[config.mk]
export PLATFORM = sky130hd
export DESIGN_NAME = ascii_command_frame_decoder_top
export DESIGN_NICKNAME = d
export VERILOG_FILES = /design/src/rtl/core/acfd_pkg.sv /design/src/rtl/core/ascii_command_frame_decoder_top.sv /design/src/rtl/core/acfd_ram.sv
export SDC_FILE = /design/constraint.sdc
export NUM_CORES = 1
export LEC_CHECK = 0
export ABC_AREA = 0
export BUFFER_PORTS_ARGS = -buffer_cell sky130_fd_sc_hd__buf_4
export CAP_MARGIN = 20
export CORE_MARGIN = 2
export CORE_UTILIZATION = 45
export CTS_BUF_LIST = sky130_fd_sc_hd__clkbuf_4 sky130_fd_sc_hd__clkbuf_8 sky130_fd_sc_hd__clkbuf_16
export DETAILED_ROUTE_END_ITERATION = 8
export PLACE_DENSITY = 0.61
export SYNTH_ARGS = -nofsm -noshare
export SYNTH_HDL_FRONTEND = slang
export SYNTH_SLANG_ARGS = --single-unit
[constraint.sdc]
create_clock -name clk_i -period 7.6 [get_ports clk_i]
set_input_delay 0.38 -clock clk_i [delete_from_list [all_inputs] [get_ports clk_i]]
set_output_delay 0.38 -clock clk_i [all_outputs]
set_load 0.01 [all_outputs]
[src/rtl/core/acfd_pkg.sv]
// Shared constants and codes for the ASCII command frame decoder.
`default_nettype none
package acfd_pkg;

  // Default payload store depth
  localparam int unsigned MaxPayloadDef = 32;

  // Register indexes on the configuration port
  localparam logic [2:0] RegStartChar = 3'd0;
  localparam logic [2:0] RegEndChar   = 3'd1;
  localparam logic [2:0] RegSepChar   = 3'd2;
  localparam logic [2:0] RegMinPay    = 3'd3;
  localparam logic [2:0] RegAddrDig   = 3'd4;

  // Register reset values
  localparam logic [7:0] StartCharRst = 8'h5B;
  localparam logic [7:0] EndCharRst   = 8'h5D;
  localparam logic [7:0] SepCharRst   = 8'h3A;
  localparam logic [5:0] MinPayRst    = 6'd1;
  localparam logic [3:0] AddrDigRst   = 4'd2;

  // Framing characters
  localparam logic [7:0] ChCr    = 8'h0D;
  localparam logic [7:0] ChLf    = 8'h0A;
  localparam logic [7:0] ChZero  = 8'h30;
  localparam logic [7:0] ChNine  = 8'h39;
  localparam logic [7:0] ChPlus  = 8'h2B;
  localparam logic [7:0] ChMinus = 8'h2D;
  localparam logic [7:0] ChSpace = 8'h20;
  localparam logic [7:0] ChTab   = 8'h09;

  // Status codes
  localparam logic [1:0] StatOk     = 2'd0;
  localparam logic [1:0] StatFrame  = 2'd1;
  localparam logic [1:0] StatFields = 2'd2;

  // Command codes
  localparam logic [2:0] CmdLed     = 3'd0;
  localparam logic [2:0] CmdAn      = 3'd1;
  localparam logic [2:0] CmdPwm     = 3'd2;
  localparam logic [2:0] CmdAcc     = 3'd3;
  localparam logic [2:0] CmdTou     = 3'd4;
  localparam logic [2:0] CmdUnknown = 3'd5;

endpackage
`default_nettype wire

[src/rtl/core/ascii_command_frame_decoder_top.sv]
// Top level of the ASCII command frame decoder: framing, payload store and field decode.
// Framing bytes are taken one a cycle while the output is free; a result for a framing error is ready the cycle after.
// After the LF the stored payload is walked one byte a cycle out of the payload RAM:
// a decoded result is registered once the last byte is parsed and the output is free.
// No byte is taken during that walk; otherwise one byte a cycle while the output is free.
// Reset (rst_ni low, asynchronous) returns to idle and restores the register defaults.
`default_nettype none
module ascii_command_frame_decoder_top
  import acfd_pkg::*;
#(
  parameter int unsigned MaxPayload = MaxPayloadDef
) (
  input  wire logic        clk_i,
  input  wire logic        rst_ni,
  // configuration write port
  input  wire logic        cfg_we_i,
  input  wire logic [2:0]  cfg_addr_i,
  input  wire logic [7:0]  cfg_wdata_i,
  // received bytes
  input  wire logic        s_axis_tvalid,
  output logic             s_axis_tready,
  input  wire logic [7:0]  s_axis_tdata,   // [7:0] rx_byte
  // results
  output logic             m_axis_tvalid,
  input  wire logic        m_axis_tready,
  output logic [71:0]      m_axis_tdata    // [1:0] status, [4:2] command,
                                           // [36:5] address, [68:37] value, rest zero
);

  localparam int unsigned AW = $clog2(MaxPayload);
  localparam int unsigned CW = $clog2(MaxPayload + 1);

  typedef enum logic [2:0] {
    StIdle, StPay, StWantCr, StWantLf, StDec
  } state_e;

  typedef enum logic [1:0] {
    PsSpace, PsDigit, PsDone
  } parse_e;

  // configuration registers
  logic [7:0] start_q, end_q, sep_q;
  logic [5:0] minpay_q;
  logic [3:0] adig_q;

  state_e        state_q, state_d;
  logic [CW-1:0] cnt_q, cnt_d;
  logic          hsep_q, hsep_d;
  logic          dfound_q, dfound_d;
  logic [CW-1:0] dpos_q, dpos_d;
  logic [CW-1:0] walk_q, walk_d;
  logic          pv_q, pv_d;
  logic [CW-1:0] pidx_q, pidx_d;
  logic [1:0]    cur_q, cur_d;
  parse_e        ps_q, ps_d;
  logic          neg_q, neg_d;
  logic [31:0]   acc_q, acc_d;
  logic [2:0]    nlen_q, nlen_d;
  logic [7:0]    nc0_q, nc0_d, nc1_q, nc1_d, nc2_q, nc2_d;
  logic [2:0]    cmd_q, cmd_d;
  logic [31:0]   adr_q, adr_d, val_q, val_d;
  logic          mv_q, mv_d;
  logic [1:0]    os_q, os_d;
  logic [2:0]    oc_q, oc_d;
  logic [31:0]   oa_q, oa_d, ov_q, ov_d;

  logic          ram_we;
  logic [AW-1:0] ram_raddr;
  logic [7:0]    ram_rdata;

  logic          in_acc, out_free;
  logic [7:0]    rb;

  // payload store
  acfd_ram #(
    .Width (8),
    .Depth (MaxPayload)
  ) u_store (
    .clk_i   (clk_i),
    .we_i    (ram_we),
    .waddr_i (cnt_q[AW-1:0]),
    .wdata_i (s_axis_tdata),
    .raddr_i (ram_raddr),
    .rdata_o (ram_rdata)
  );

  function automatic logic is_dig(input logic [7:0] b);
    return (b >= ChZero) && (b <= ChNine);
  endfunction

  // command name match over the first three name characters
  function automatic logic [2:0] match_name(input logic [2:0] len, input logic [7:0] c0,
                                            input logic [7:0] c1, input logic [7:0] c2);
    logic [2:0] r;
    r = CmdUnknown;
    if (len == 3'd3) begin
      if (c0 == 8'h4C && c1 == 8'h45 && c2 == 8'h44) r = CmdLed;
      else if (c0 == 8'h50 && c1 == 8'h57 && c2 == 8'h4D) r = CmdPwm;
      else if (c0 == 8'h41 && c1 == 8'h43 && c2 == 8'h43) r = CmdAcc;
      else if (c0 == 8'h54 && c1 == 8'h4F && c2 == 8'h55) r = CmdTou;
    end else if (len == 3'd2) begin
      if (c0 == 8'h41 && c1 == 8'h4E) r = CmdAn;
    end
    return r;
  endfunction

  assign out_free      = !mv_q || m_axis_tready;
  assign s_axis_tready = (state_q != StDec) && out_free;
  assign in_acc        = s_axis_tvalid && s_axis_tready;
  assign rb            = s_axis_tdata;

  assign m_axis_tvalid = mv_q;
  assign m_axis_tdata  = {3'b000, ov_q, oa_q, oc_q, os_q};

  // next-state logic
  always_comb begin
    logic [CW-1:0] kk;
    logic [CW:0]   ksum;
    logic          nf3;
    logic [1:0]    fsel;
    logic [31:0]   pres;
    logic [2:0]    nm;
    logic [7:0]    b;
    logic          close;
    logic          fresh;
    logic [1:0]    tgt;
    parse_e        ps_b;
    logic          neg_b;
    logic [31:0]   acc_b;
    logic [2:0]    nlen_b;
    logic          err;

    state_d  = state_q;
    cnt_d    = cnt_q;
    hsep_d   = hsep_q;
    dfound_d = dfound_q;
    dpos_d   = dpos_q;
    walk_d   = walk_q;
    pv_d     = 1'b0;
    pidx_d   = pidx_q;
    cur_d    = cur_q;
    ps_d     = ps_q;
    neg_d    = neg_q;
    acc_d    = acc_q;
    nlen_d   = nlen_q;
    nc0_d    = nc0_q;
    nc1_d    = nc1_q;
    nc2_d    = nc2_q;
    cmd_d    = cmd_q;
    adr_d    = adr_q;
    val_d    = val_q;
    mv_d     = mv_q && !m_axis_tready;
    os_d     = os_q;
    oc_d     = oc_q;
    oa_d     = oa_q;
    ov_d     = ov_q;
    ram_we   = 1'b0;
    ram_raddr = walk_q[AW-1:0];
    err      = 1'b0;

    // field boundaries when there is no separator
    kk   = dfound_q ? dpos_q : cnt_q;
    ksum = {1'b0, kk} + (CW+1)'(adig_q);
    nf3  = ksum < {1'b0, cnt_q};
    b    = ram_rdata;
    if ({1'b0, pidx_q} < {1'b0, kk}) fsel = 2'd0;
    else if (nf3 && ({1'b0, pidx_q} >= ksum)) fsel = 2'd2;
    else fsel = 2'd1;

    // value and name of the field now open
    pres = neg_q ? (32'd0 - acc_q) : acc_q;
    nm   = match_name(nlen_q, nc0_q, nc1_q, nc2_q);

    close = 1'b0;
    fresh = 1'b0;
    tgt   = cur_q;

    unique case (state_q)
      StIdle: begin
        if (in_acc && rb == start_q) begin
          cnt_d    = '0;
          hsep_d   = 1'b0;
          dfound_d = 1'b0;
          state_d  = StPay;
        end
      end
      StPay: begin
        if (in_acc) begin
          priority if (rb == start_q || 32'(cnt_q) >= MaxPayload) begin
            err = 1'b1;
          end else if (rb == end_q) begin
            if (32'(cnt_q) >= 32'(minpay_q)) state_d = StWantCr;
            else err = 1'b1;
          end else begin
            ram_we = 1'b1;
            cnt_d  = cnt_q + 1'b1;
            if (rb == sep_q) hsep_d = 1'b1;
            if (is_dig(rb) && !dfound_q) begin
              dfound_d = 1'b1;
              dpos_d   = cnt_q;
            end
          end
        end
      end
      StWantCr: begin
        if (in_acc) begin
          if (rb == ChCr) state_d = StWantLf;
          else err = 1'b1;
        end
      end
      StWantLf: begin
        if (in_acc) begin
          if (rb == ChLf) begin
            state_d = StDec;
            walk_d  = '0;
            cur_d   = 2'd0;
            ps_d    = PsSpace;
            neg_d   = 1'b0;
            acc_d   = '0;
            nlen_d  = '0;
            cmd_d   = CmdUnknown;
            adr_d   = '0;
            val_d   = '0;
          end else begin
            err = 1'b1;
          end
        end
      end
      StDec: begin
        // read ahead one byte a cycle
        if (walk_q != cnt_q) begin
          pv_d   = 1'b1;
          pidx_d = walk_q;
          walk_d = walk_q + 1'b1;
        end
        if (pv_q) begin
          if (hsep_q) begin
            if (b == sep_q) begin
              close = 1'b1;
              tgt   = (cur_q == 2'd3) ? 2'd3 : cur_q + 2'd1;
              fresh = 1'b1;
            end
          end else if (fsel != cur_q) begin
            close = 1'b1;
            tgt   = fsel;
            fresh = 1'b1;
          end
          cur_d = tgt;
          // feed the byte to the target field
          ps_b   = fresh ? PsSpace : ps_q;
          neg_b  = fresh ? 1'b0 : neg_q;
          acc_b  = fresh ? 32'd0 : acc_q;
          nlen_b = fresh ? 3'd0 : nlen_q;
          ps_d   = ps_b;
          neg_d  = neg_b;
          acc_d  = acc_b;
          nlen_d = nlen_b;
          if (!(hsep_q && b == sep_q)) begin
            if (tgt == 2'd0) begin
              if (nlen_b == 3'd0) nc0_d = b;
              if (nlen_b == 3'd1) nc1_d = b;
              if (nlen_b == 3'd2) nc2_d = b;
              if (nlen_b != 3'd4) nlen_d = nlen_b + 3'd1;
            end else if (tgt != 2'd3) begin
              unique case (ps_b)
                PsSpace: begin
                  if (b == ChSpace || (b >= ChTab && b <= ChCr)) begin
                    ps_d = PsSpace;
                  end else if (b == ChPlus || b == ChMinus) begin
                    neg_d = (b == ChMinus);
                    ps_d  = PsDigit;
                  end else if (is_dig(b)) begin
                    acc_d = {28'd0, b[3:0]};
                    ps_d  = PsDigit;
                  end else begin
                    ps_d = PsDone;
                  end
                end
                PsDigit: begin
                  if (is_dig(b)) acc_d = (acc_b << 3) + (acc_b << 1) + {28'd0, b[3:0]};
                  else ps_d = PsDone;
                end
                default: ps_d = PsDone;
              endcase
            end
          end
          if (close) begin
            if (cur_q == 2'd0) cmd_d = nm;
            if (cur_q == 2'd1) adr_d = pres;
            if (cur_q == 2'd2) val_d = pres;
          end
        end else if (walk_q == cnt_q && out_free) begin
          // close the last field and emit
          mv_d    = 1'b1;
          oc_d    = (cur_q == 2'd0) ? nm : cmd_q;
          oa_d    = (cur_q == 2'd1) ? pres : adr_q;
          ov_d    = (cur_q == 2'd2) ? pres : val_q;
          os_d    = (hsep_q ? (cur_q != 2'd0) : (kk != cnt_q)) ? StatOk : StatFields;
          state_d = StIdle;
        end
      end
      default: state_d = StIdle;
    endcase

    // framing error result
    if (err) begin
      mv_d    = 1'b1;
      os_d    = StatFrame;
      oc_d    = CmdUnknown;
      oa_d    = '0;
      ov_d    = '0;
      state_d = StIdle;
    end
  end

  // control and configuration registers
  always_ff @(posedge clk_i or negedge rst_ni) begin
    if (!rst_ni) begin
      state_q  <= StIdle;
      cnt_q    <= '0;
      mv_q     <= 1'b0;
      pv_q     <= 1'b0;
      start_q  <= StartCharRst;
      end_q    <= EndCharRst;
      sep_q    <= SepCharRst;
      minpay_q <= MinPayRst;
      adig_q   <= AddrDigRst;
    end else begin
      state_q <= state_d;
      cnt_q   <= cnt_d;
      mv_q    <= mv_d;
      pv_q    <= pv_d;
      if (cfg_we_i) begin
        unique case (cfg_addr_i)
          RegStartChar: start_q  <= cfg_wdata_i;
          RegEndChar:   end_q    <= cfg_wdata_i;
          RegSepChar:   sep_q    <= cfg_wdata_i;
          RegMinPay:    minpay_q <= cfg_wdata_i[5:0];
          RegAddrDig:   adig_q   <= cfg_wdata_i[3:0];
          default: ;
        endcase
      end
    end
  end

  // decode datapath registers
  always_ff @(posedge clk_i) begin
    hsep_q   <= hsep_d;
    dfound_q <= dfound_d;
    dpos_q   <= dpos_d;
    walk_q   <= walk_d;
    pidx_q   <= pidx_d;
    cur_q    <= cur_d;
    ps_q     <= ps_d;
    neg_q    <= neg_d;
    acc_q    <= acc_d;
    nlen_q   <= nlen_d;
    nc0_q    <= nc0_d;
    nc1_q    <= nc1_d;
    nc2_q    <= nc2_d;
    cmd_q    <= cmd_d;
    adr_q    <= adr_d;
    val_q    <= val_d;
    os_q     <= os_d;
    oc_q     <= oc_d;
    oa_q     <= oa_d;
    ov_q     <= ov_d;
  end

endmodule
`default_nettype wire

[src/rtl/core/acfd_ram.sv]
// Generic single-port-write, single-port-read RAM with registered read data.
`default_nettype none
module acfd_ram #(
  parameter int unsigned Width = 8,
  parameter int unsigned Depth = 32
) (
  input  wire logic                     clk_i,
  input  wire logic                     we_i,
  input  wire logic [$clog2(Depth)-1:0] waddr_i,
  input  wire logic [Width-1:0]         wdata_i,
  input  wire logic [$clog2(Depth)-1:0] raddr_i,
  output logic      [Width-1:0]         rdata_o
);

  logic [Width-1:0] mem_q [Depth];

  // Write port and registered read port
  always_ff @(posedge clk_i) begin
    if (we_i) begin
      mem_q[waddr_i] <= wdata_i;
    end
    rdata_o <= mem_q[raddr_i];
  end

endmodule
`default_nettype wire
==> flow_summary.ini <==
[layout]
multi_input_comb_area_um2 = 10100
synthToLayoutAreaGrowth_pct = 13.8
antenna_cell_count = 0
fillerInstances = 4867
nets = 2262
drive_gt1_frac = 0.181
final-seq-area_um2 = 14900

[clock_network]
worst_skew_pair.late_latency_ns = 0.64
tritoncts = yes
cts_inserted_buffers = 58
clockRootBuffer = clkbuf_16
h-tree-depth = 2
sink_count = 529
clkSlewWorstSetupHoldPaths_ns = 0.06
clk_path_buf_depth = 3

[routing]
drcViolationCount = 0
ant_nets = 0
detail_route.vias_per_cell = 5.64
firstDrtPassIters = 5
wire_length_after_detailed_routing_um = 60600
via_count = 16616
wire_per_inst_um = 20.6
drt_iter0_markers = 1375

[worst_setup_path]
cp_num_buf_inv = 4
cp.required_ns = 7.98
cp_max_fo = 10
worst_setup_path_end_kind = flip-flop
crit_path_start = cnt_q[1]$_DFFE_PN0P_
reg2reg_slack_ns = 0.57
cp_slowest_cell = or4b_1
critical_path.reg2reg.startpoint = cnt_q[1]$_DFFE_PN0P_
timing.critical_path.slowest_cell_delay_ns = 0.52
start_kind = flip-flop
worstPathArrival_ns = 7.41
critPathTopFamily = compound AO/OA/AOI/OAI gates
critical_path_class = flip-flop to flip-flop
worstRegToRegCells = 30
r2r_end = acc_q[22]$_SDFFCE_PN0P_

[synthesis]
syn_area_um2 = 25600
synth.area.top_cells = edfxtp_1 48%, mux4_2 7.0%, dfxtp_1 6.0%, ha_1 4.6%, nor2_1 4.5%
synthDominantAreaCellType = edfxtp_1
synth.distinct_cells = 84
yosys-top-cells-count = 407 x edfxtp_1, 307 x nor2_1, 159 x a21oi_1, 124 x nand2_1, 94 x ha_1
ys_ff_latch = 529
syn_inst = 2064
postSynthAreaPerCell_um2 = 12.4
synth_sequential_area_ratio = 0.583
area_share_of_the_leading_cell_type_in_the_synthesized_netlist = 0.478
synth_async_sr_flop_share = 0.0851
ys.warnings.count = 0
dominantRegCellSynth = edfxtp_1
dominant_cell_by_count_in_the_synthesized_netlist = edfxtp_1
synth_edf_count = 407

[floorplanning]
die_x_um = 242
row_count = 87
design.die.area_um2 = 58700
floorplan.initialDensity = 0.454
io_pins = 98
coreArea_um2 = 56300
die-height_um = 242

[hold_path]
timing.hold.worst_path_depth = 2
hold_path_class = input port to flip-flop
hold-path-endpoint = minpay_q[4]$_DFFE_PN0P_
timing.hold.worst.start = cfg_wdata_i[4]

[sta]
fin_worst_skew_ns = 0.0377
slew-limit-headroom = 0.283
fmax_mhz = 142
totalNegativeSetupSlack_ns = 0
setup-violations-final = 0
period_share = 0.925
worst_slack_ns = 0.570
timing.final.max_slew_violations = 0
rsz_0062_raised_after_global_routing = no
report.final.hold_viol_count = 0
max_slew.worst_pin.slew_ns = 1.07
layout_min_cycle_time_ns = 7.03

[grt]
antenna_found_initial = 0
number_of_global_route_vias_before_repair = 16583
grt_start_max_net_pins = 104
grt_pass1_wl_um = 95600
grt-ovfl-total = 0
grt_util_all_layers = 0.207

[placement]
post-place-ws_ns = 0.385
dp.final_hpwl_um = 40500
numPortBuffers = 94
place.gp.congestion = 0.869

[power]
p_leak_nw = 10.6
power.density_cell_area_nw_per_um2 = 217
peakVddDrop_uv = 206

[outcome]
run_status = finished, final reports clean

[run]
maxCapViolations = 0
-- layout by cell type (no fill, tap or decap), types with 28 or more instances in the layout --
cell type	instances
clkbuf_16	63
xnor2_1	33
dfrtp_1	28
inv_1	45
buf_4	124
o21ai_0	72
xor2_1	76
nand2_1	122
edfxtp_1	407
nand3_1	36
a21oi_1	157
mux4_2	80
ha_1	94
and2_1	38
mux2_2	44
dfxtp_1	77
a211oi_1	38
nor2_1	307
-- what timing repair did --
item,in CTS,in global routing
endpoints found under the setup margin,0,2
resized for setup,0,2
endpoints found under the hold margin,36,0
hold buffers,4,0
buffers inserted,0,2
-- stage by stage --
stage | area [um^2] | cells | hold WS [ns] | power (mW) | util
global placement | 27000 | 2830 | 0.417 | 3.49 | 0.480
floorplan | 25600 | 2066 | 0.0844 | 3.40 | -
global route | 29100 | 2945 | 0.0335 | 6.51 | 0.517
detailed placement | 27000 | 2830 | 0.423 | 3.49 | 0.480
CTS | 29000 | 2941 | 0.0138 | 6.37 | 0.516
finish | 29100 | 2945 | 0.0408 | 6.31 | 0.517
-- layout make-up --
class	instances	area share
Inverter	45	0.00581
Clock inverter	28	0.00895
Sequential cell	529	0.513
Timing Repair Buffer	130	0.0343
Multi-Input combinational cell	1378	0.346
Clock buffer	79	0.0594
Tap cell	756	0.0325
-- cell families (layout without fill, tap and decap cells) --
logic type / count (synthesis) / count (layout) / share of synthesized area
adders and majority gates: 96 / 96 / 0.0476
buffers and inverters: 159 / 282 / 0.0245
AOI/OAI and AO/OA: 388 / 388 / 0.0947
muxes: 131 / 131 / 0.0926
and+or+nand+nor: 649 / 649 / 0.119
xor gates and xnor gates: 111 / 111 / 0.0386
DFF: 529 / 529 / 0.583
other: 1 / 3 / 0.000147
-- flip-flops by register name, summed over array words and instances, names as in the netlist, 4 cells and up --
signal / count
end_q: 8
start_q: 8
u_store.rdata_o: 8
oa_q: 32
ov_q: 32
minpay_q: 6
sep_q: 8
u_store.mem_q: 256
adig_q: 4
nc0_q: 8
val_q: 32
adr_q: 32
pidx_q: 6
acc_q: 32
dpos_q: 6
cnt_q: 6
walk_q: 6
nc2_q: 8
nc1_q: 8
-- how the worst max path moves through the flow --
stage                                   end  slack (ns)  depth (start not counted)
floorplan            adr_q[0]$_SDFFCE_PN0P_        0.73                          7
global placement    acc_q[22]$_SDFFCE_PN0P_        0.65                         25
global route        acc_q[22]$_SDFFCE_PN0P_        0.03                         30
detailed placement  acc_q[22]$_SDFFCE_PN0P_        0.39                         25
finish              acc_q[22]$_SDFFCE_PN0P_        0.57                         30
CTS                 acc_q[22]$_SDFFCE_PN0P_        0.34                         25
-- metal layers --
layer | vias to the layer above | track usage | routed length (um)
met2 | 403 | 0.360 | 30400
li1 | 7862 | - | -
met1 | 8261 | 0.273 | 26100
met4 | 0 | 0.0595 | 1490
met3 | 90 | 0.0249 | 2700
met5 | - | 0 | 0
-- power breakdown --
group	switching, mW	internal [mW]
clock	1.18	1.70
sequential	0.0382	3.16
combinational	0.133	0.108
No activity file was read; power rests on OpenSTA's default activity.
